--- src/aes_pkg.sv ---
// ----------------------------------------------------------------------------
// aes_pkg
// shared types, s-box table and round functions for the aes block encryptor
// ----------------------------------------------------------------------------
package aes_pkg;

    localparam int unsigned STORE_DEPTH = 30;
    localparam int unsigned NUM_STAGES  = 15;
    localparam int unsigned MID_128     = 10 - 1;
    localparam int unsigned MID_256     = 14 - 1;
    localparam int unsigned WORDS_128   = 44;
    localparam int unsigned WORDS_256   = 60;

    localparam logic [2:0] REG_KEY_SIZE  = 3'd0;
    localparam logic [2:0] REG_KEY_WORD0 = 3'd1;
    localparam logic [2:0] REG_KEY_WORD1 = 3'd2;
    localparam logic [2:0] REG_KEY_WORD2 = 3'd3;
    localparam logic [2:0] REG_KEY_WORD3 = 3'd4;

    typedef struct packed {
        logic busy;
        logic key_size;
    } key_stat_t;

    typedef struct packed {
        logic do_sub;
        logic do_mix;
        logic do_key;
    } stage_ctl_t;

    localparam logic [7:0] SBOX [256] = '{
        8'h63,8'h7c,8'h77,8'h7b,8'hf2,8'h6b,8'h6f,8'hc5,8'h30,8'h01,8'h67,8'h2b,8'hfe,8'hd7,8'hab,8'h76,
        8'hca,8'h82,8'hc9,8'h7d,8'hfa,8'h59,8'h47,8'hf0,8'had,8'hd4,8'ha2,8'haf,8'h9c,8'ha4,8'h72,8'hc0,
        8'hb7,8'hfd,8'h93,8'h26,8'h36,8'h3f,8'hf7,8'hcc,8'h34,8'ha5,8'he5,8'hf1,8'h71,8'hd8,8'h31,8'h15,
        8'h04,8'hc7,8'h23,8'hc3,8'h18,8'h96,8'h05,8'h9a,8'h07,8'h12,8'h80,8'he2,8'heb,8'h27,8'hb2,8'h75,
        8'h09,8'h83,8'h2c,8'h1a,8'h1b,8'h6e,8'h5a,8'ha0,8'h52,8'h3b,8'hd6,8'hb3,8'h29,8'he3,8'h2f,8'h84,
        8'h53,8'hd1,8'h00,8'hed,8'h20,8'hfc,8'hb1,8'h5b,8'h6a,8'hcb,8'hbe,8'h39,8'h4a,8'h4c,8'h58,8'hcf,
        8'hd0,8'hef,8'haa,8'hfb,8'h43,8'h4d,8'h33,8'h85,8'h45,8'hf9,8'h02,8'h7f,8'h50,8'h3c,8'h9f,8'ha8,
        8'h51,8'ha3,8'h40,8'h8f,8'h92,8'h9d,8'h38,8'hf5,8'hbc,8'hb6,8'hda,8'h21,8'h10,8'hff,8'hf3,8'hd2,
        8'hcd,8'h0c,8'h13,8'hec,8'h5f,8'h97,8'h44,8'h17,8'hc4,8'ha7,8'h7e,8'h3d,8'h64,8'h5d,8'h19,8'h73,
        8'h60,8'h81,8'h4f,8'hdc,8'h22,8'h2a,8'h90,8'h88,8'h46,8'hee,8'hb8,8'h14,8'hde,8'h5e,8'h0b,8'hdb,
        8'he0,8'h32,8'h3a,8'h0a,8'h49,8'h06,8'h24,8'h5c,8'hc2,8'hd3,8'hac,8'h62,8'h91,8'h95,8'he4,8'h79,
        8'he7,8'hc8,8'h37,8'h6d,8'h8d,8'hd5,8'h4e,8'ha9,8'h6c,8'h56,8'hf4,8'hea,8'h65,8'h7a,8'hae,8'h08,
        8'hba,8'h78,8'h25,8'h2e,8'h1c,8'ha6,8'hb4,8'hc6,8'he8,8'hdd,8'h74,8'h1f,8'h4b,8'hbd,8'h8b,8'h8a,
        8'h70,8'h3e,8'hb5,8'h66,8'h48,8'h03,8'hf6,8'h0e,8'h61,8'h35,8'h57,8'hb9,8'h86,8'hc1,8'h1d,8'h9e,
        8'he1,8'hf8,8'h98,8'h11,8'h69,8'hd9,8'h8e,8'h94,8'h9b,8'h1e,8'h87,8'he9,8'hce,8'h55,8'h28,8'hdf,
        8'h8c,8'ha1,8'h89,8'h0d,8'hbf,8'he6,8'h42,8'h68,8'h41,8'h99,8'h2d,8'h0f,8'hb0,8'h54,8'hbb,8'h16
    };

    function automatic logic [7:0] xtime(input logic [7:0] b);
        return {b[6:0], 1'b0} ^ (b[7] ? 8'h1b : 8'h00);
    endfunction

    function automatic logic [31:0] sub_word(input logic [31:0] w);
        return {SBOX[w[31:24]], SBOX[w[23:16]], SBOX[w[15:8]], SBOX[w[7:0]]};
    endfunction

    // byte j of the state sits at bits [127-8j -: 8]
    function automatic logic [127:0] sub_shift(input logic [127:0] s);
        logic [127:0] t;
        t = '0;
        for (int c = 0; c < 4; c++) begin
            for (int r = 0; r < 4; r++) begin
                t[127 - 8 * (r + 4 * c) -: 8] = SBOX[s[127 - 8 * (r + 4 * ((c + r) % 4)) -: 8]];
            end
        end
        return t;
    endfunction

    function automatic logic [127:0] mix_columns(input logic [127:0] s);
        logic [127:0] t;
        logic [7:0]   a0, a1, a2, a3, all;
        t = '0;
        for (int c = 0; c < 4; c++) begin
            a0  = s[127 - 32 * c -: 8];
            a1  = s[119 - 32 * c -: 8];
            a2  = s[111 - 32 * c -: 8];
            a3  = s[103 - 32 * c -: 8];
            all = a0 ^ a1 ^ a2 ^ a3;
            t[127 - 32 * c -: 8] = a0 ^ all ^ xtime(a0 ^ a1);
            t[119 - 32 * c -: 8] = a1 ^ all ^ xtime(a1 ^ a2);
            t[111 - 32 * c -: 8] = a2 ^ all ^ xtime(a2 ^ a3);
            t[103 - 32 * c -: 8] = a3 ^ all ^ xtime(a3 ^ a0);
        end
        return t;
    endfunction

endpackage

--- src/aes_key_expand.sv ---
// ----------------------------------------------------------------------------
// aes_key_expand
// key registers and sequential key schedule, one word per cycle into the store
// ----------------------------------------------------------------------------
module aes_key_expand (
    input  logic                   aclk,
    input  logic                   aresetn,
    input  logic                   cfg_wr_en,
    input  logic [2:0]             cfg_index,
    input  logic [63:0]            cfg_data,
    output aes_pkg::key_stat_t     stat,
    output logic [29:0][63:0]      round_keys
);

    logic              key_size_reg;
    logic [63:0]       kw0_reg, kw1_reg, kw2_reg, kw3_reg;
    logic              start_reg;
    logic              run_reg;
    logic [5:0]        cnt_reg;
    logic [7:0]        rcon_reg;
    logic [31:0]       win_reg [8];
    logic [29:0][63:0] store_reg;

    logic [5:0]  total;
    logic [31:0] t_word;
    logic [31:0] far_word;
    logic [31:0] new_word;
    logic        rot_step;
    logic        cfg_hit;

    assign total    = key_size_reg ? 6'(aes_pkg::WORDS_256) : 6'(aes_pkg::WORDS_128);
    assign rot_step = key_size_reg ? (cnt_reg[2:0] == 3'd0) : (cnt_reg[1:0] == 2'd0);
    assign far_word = key_size_reg ? win_reg[0] : win_reg[4];
    assign cfg_hit  = cfg_wr_en && (cfg_index <= aes_pkg::REG_KEY_WORD3);

    always_comb begin
        t_word = win_reg[7];
        if (rot_step) begin
            t_word = aes_pkg::sub_word({win_reg[7][23:0], win_reg[7][31:24]})
                   ^ {rcon_reg, 24'h0};
        end else if (key_size_reg && cnt_reg[2:0] == 3'd4) begin
            t_word = aes_pkg::sub_word(win_reg[7]);
        end
        new_word = far_word ^ t_word;
    end

    always_ff @(posedge aclk) begin
        if (!aresetn) begin
            key_size_reg <= 1'b0;
            kw0_reg      <= '0;
            kw1_reg      <= '0;
            kw2_reg      <= '0;
            kw3_reg      <= '0;
            start_reg    <= 1'b1;
            run_reg      <= 1'b0;
        end else if (cfg_hit) begin
            case (cfg_index)
                aes_pkg::REG_KEY_SIZE:  key_size_reg <= cfg_data[0];
                aes_pkg::REG_KEY_WORD0: kw0_reg      <= cfg_data;
                aes_pkg::REG_KEY_WORD1: kw1_reg      <= cfg_data;
                aes_pkg::REG_KEY_WORD2: kw2_reg      <= cfg_data;
                aes_pkg::REG_KEY_WORD3: kw3_reg      <= cfg_data;
                default: ;
            endcase
            start_reg <= 1'b1;
            run_reg   <= 1'b0;
        end else if (start_reg) begin
            start_reg <= 1'b0;
            run_reg   <= 1'b1;
        end else if (run_reg && cnt_reg + 6'd1 == total) begin
            run_reg <= 1'b0;
        end
    end

    // datapath of the schedule, no reset
    always_ff @(posedge aclk) begin
        if (start_reg) begin
            rcon_reg     <= 8'h01;
            store_reg[0] <= kw0_reg;
            store_reg[1] <= kw1_reg;
            win_reg[4]   <= kw0_reg[63:32];
            win_reg[5]   <= kw0_reg[31:0];
            win_reg[6]   <= kw1_reg[63:32];
            win_reg[7]   <= kw1_reg[31:0];
            if (key_size_reg) begin
                store_reg[2] <= kw2_reg;
                store_reg[3] <= kw3_reg;
                win_reg[0]   <= kw0_reg[63:32];
                win_reg[1]   <= kw0_reg[31:0];
                win_reg[2]   <= kw1_reg[63:32];
                win_reg[3]   <= kw1_reg[31:0];
                win_reg[4]   <= kw2_reg[63:32];
                win_reg[5]   <= kw2_reg[31:0];
                win_reg[6]   <= kw3_reg[63:32];
                win_reg[7]   <= kw3_reg[31:0];
                cnt_reg      <= 6'd8;
            end else begin
                cnt_reg <= 6'd4;
            end
        end else if (run_reg) begin
            for (int k = 0; k < 7; k++) begin
                win_reg[k] <= win_reg[k + 1];
            end
            win_reg[7] <= new_word;
            if (cnt_reg[0]) begin
                store_reg[cnt_reg[5:1]][31:0] <= new_word;
            end else begin
                store_reg[cnt_reg[5:1]][63:32] <= new_word;
            end
            if (rot_step) begin
                rcon_reg <= aes_pkg::xtime(rcon_reg);
            end
            cnt_reg <= cnt_reg + 6'd1;
        end
    end

    assign stat.busy     = start_reg || run_reg;
    assign stat.key_size = key_size_reg;
    assign round_keys    = store_reg;

endmodule

--- config.mk ---
export PLATFORM = sky130hd
export DESIGN_NAME = aes_key_expand
export DESIGN_NICKNAME = d
export VERILOG_FILES = /design/src/aes_pkg.sv /design/src/aes_key_expand.sv
export SDC_FILE = /design/constraint.sdc
export NUM_CORES = 2
export LEC_CHECK = 0
export BUFFER_PORTS_ARGS = -buffer_cell sky130_fd_sc_hd__buf_2
export CORE_AREA = 3 3 768 770
export DETAILED_ROUTE_END_ITERATION = 10
export DIE_AREA = 0 0 771 773
export GPL_TIMING_DRIVEN = 1
export SLEW_MARGIN = 20
export SYNTH_ARGS = -nofsm -noshare
export SYNTH_HDL_FRONTEND = slang
export SYNTH_SLANG_ARGS = --single-unit
--- constraint.sdc ---
create_clock -name aclk -period 8.6 [get_ports aclk]
set_input_delay 1.29 -clock aclk [delete_from_list [all_inputs] [get_ports aclk]]
set_output_delay 1.29 -clock aclk [all_outputs]
set_load 0.1 [all_outputs]
==> results by group <==
Clock network
  – Post-CTS Hold Buffers: 0
  – H-Tree Depth: 5
  – CTS resizes: 0
  – Clock transition at path regs: about 60 ps
  – CTS tree: yes
  – CTS buffer count: 272
  – Root Buffer: clkbuf_16
  – Post-CTS Setup Repair Bufs: 0
  – Clock sink count: 2449
  – Worst-Skew Late Latency: roughly 1000 ps
  – Clock buffer depth: 4

Critical path
  – CP max FO: 57
  – FF-to-FF path depth: 11
  – R2r setup slk: 2570 ps
  – Reg2Reg Launch Point: win_reg[1][117]$_DFFE_PP_
  – Critical Path AT: 6650 ps
  – CP endpoint: round_keys[1791]$_DFFE_PP_
  – Required time worst endpoint: 9210 ps
  – Crit end category: flop
  – Crit. Startpoint: win_reg[1][117]$_DFFE_PP_
  – CP Class: reg -> reg
  – Worst reg2reg endpoint: round_keys[1791]$_DFFE_PP_
  – Critical Path Start Type: flop

Global route
  – Initial antenna violation count: 101
  – Overflow left after global routing: 0
  – Overall Global Routing Usage: about 19%
  – First-pass GRT wire length: between 700000 and 800000 um
  – Largest net degree at the start of global routing: 128
  – Number of global-route vias before repair: 83600

Cells and area
  – Fin area: roughly 130000 sq um
  – Commonest non-fill, non-tap cells in the layout: edfxtp_1 (2182), buf_2 (1990), nor2_1 (1955), nand2_1 (1460), o21ai_0 (355)
  – Number of flip-flops in the largest register: 1920
  – Number of nets in the layout: 11200
  – Commonest non-fill, non-tap cell in the layout: edfxtp_1
  – Area grow syn2layout: 27.3%
  – FILL cells: 62300
  – Share of layout cells above drive strength 1: 26.5%
  – Non-filler cells in the finished layout: 19100

STA
  – Max Slew Vio Count: 0
  – Final setup viols: 0
  – Rel. slew slack: 23.4%
  – RSZ-0062 raised after global routing: false
  – Fin Setup TNS: 0 ps
  – Tcrit/Tclk final: approximately 70%
  – Skew final: between 100 and 150 ps
  – Fmax: 166 MHz
  – Least-Margin Pin Slew: 1150 ps
  – Final-report hold violation count: 0
  – Crit path time final: 6030 ps

Synth
  – Mapped Cells: slightly above 9000
  – Synthesized area: 105000 sq um
  – Async set-reset flop share out of synthesis: 0%
  – Synth Flop Type: edfxtp_1
  – Netlist cell types: 96
  – Post-Syn Nets: between 9000 and 10000
  – Yosys warnings: 0
  – Avg Cell Area, Syn: approximately 11 sq um
  – Post-synth EDFFs: 2182
  – Seq cells post-synth: 2449
  – Post-synthesis sequential area ratio: 67.2%

Floorplanning
  – Die width: 771 um
  – Starting density of the core: 18.1%
  – Core ar.: 584000 sq um
  – Die Area: 596000 sq um
  – I/O Pins: 1992
  – Row count: 281
  – DIE HEIGHT: 773 um

Drt
  – Via count: 89300
  – Wire length on met1: 221000 um
  – Pre-antenna DRT Iters: 6
  – # DRC: 0
  – WL met2: 282000 um
  – Routed met3 length: 65400 um
  – Routed vias/inst: 4.69
  – Top sig layer: met5
  – Post-Route WL: 605000 um
  – Antenna viol nets, final: 0
  – Iter 0 DRT Violations: 13700
  – Per-cell routed wire length: 31.7 um

Run status
  – Status: finished, final reports clean

Pwr
  – Maximum VDD drop: about 0.25 mV
  – LEAKAGE: around 50 nW
  – PD cells: 243 nW/um^2

Place
  – Placed Cells incl. Taps: 18500
  – Gp weighted congestion: roughly 0.97
  – DP Area: 125000 sq um
  – DP Wirelength: 420000 um
  – IO Port Bufs: 1991

Flow run
  – Max-cap viol count: 0

Min path
  – Worst min-delay path class: reg -> reg
## layer usage
metal  track usage, %  vias up
met1             23.4    44700
li1                 -    36400
met3             4.69     1305
met4             9.50       34
met2             31.7     6912
met5                0        -
## per-stage QoR
step	setup slack (ps)	total power [W]	hold slack [ps]	utilization, %
2_1_floorplan	2550	0.0168	457	-
4_1_cts	2750	0.0328	432	23.0
3_3_place_gp	2670	0.0212	468	21.4
5_1_grt	2550	0.0334	498	23.0
3_5_place_dp	2820	0.0212	476	21.5
6_report	2570	0.0327	447	23.0
## critical path: stages (launching register included)
cell and delay [ps]:
edfxtp_1 320, buf_4 410, clkinv_1 850, a41oi_1 560, a22oi_1 160, a21oi_1 490, a2bb2oi_2 360, xnor2_1 180
a221oi_2 780, xor2_4 630, buf_12 490, nor2_1 100
## cell type report
cell class	instances	area (sq um)	area share [%]
Antenna cell	39	97.6	0.0727
Sequential cell	2449	70900	52.8
Timing Repair Buffer	2301	12800	9.51
Clock inverter	134	1400	1.04
Tap cell	7782	9740	7.25
Clock buffer	346	7310	5.44
Inverter	48	186	0.139
Multi-Input combinational cell	5964	31900	23.8
## Yosys cell counts, types with 61 or more instances
master	count	area, sq um
nor2_1	2008	7540
o21ai_1	118	591
dfxtp_1	267	5350
clkbuf_1	529	1990
buf_2	255	1280
nor2b_1	92	576
a21boi_0	263	1970
nand3_1	126	631
o21ai_0	356	1780
a22oi_1	61	458
nand2b_1	101	632
nand2_1	1470	5520
nor3_1	87	435
a31oi_1	91	569
a21oi_1	194	971
o22ai_1	69	432
edfxtp_1	2182	65500
## cell families after synthesis
logic type	Yosys count	synth area share (%)
AOI/OAI and AO/OA	1646	10.5
muxes	110	1.38
xor gates and xnor gates	56	0.529
DFF	2449	67.2
and+or+nand+nor	4093	15.9
adders and majority gates	59	0.700
buffers and inverters	930	3.87
## power by group
group	switching, W	internal, W
Sequential	0.000152	0.0130
Combinational	0.00645	0.00136
Clock	0.00522	0.00645
Total	0.0118	0.0209
## worst min path at each step
stage / from / to / slack (ps) / cells after the start
2_1_floorplan: kw0_reg[61]$_SDFFE_PN0P_ / kw0_reg[61]$_SDFFE_PN0P_ / 460 / 2
3_3_place_gp: rcon_reg[4]$_SDFFE_PP0P_ / rcon_reg[5]$_SDFFE_PP0P_ / 470 / 2
3_5_place_dp: kw3_reg[15]$_SDFFE_PN0P_ / kw3_reg[15]$_SDFFE_PN0P_ / 480 / 2
4_1_cts: win_reg[0][66]$_DFFE_PN_ / win_reg[0][34]$_DFFE_PN_ / 430 / 2
5_1_grt: win_reg[0][66]$_DFFE_PN_ / win_reg[0][34]$_DFFE_PN_ / 500 / 2
6_report: win_reg[0][66]$_DFFE_PN_ / win_reg[0][34]$_DFFE_PN_ / 450 / 2
Note: power is estimated with default switching activity, not from simulation.
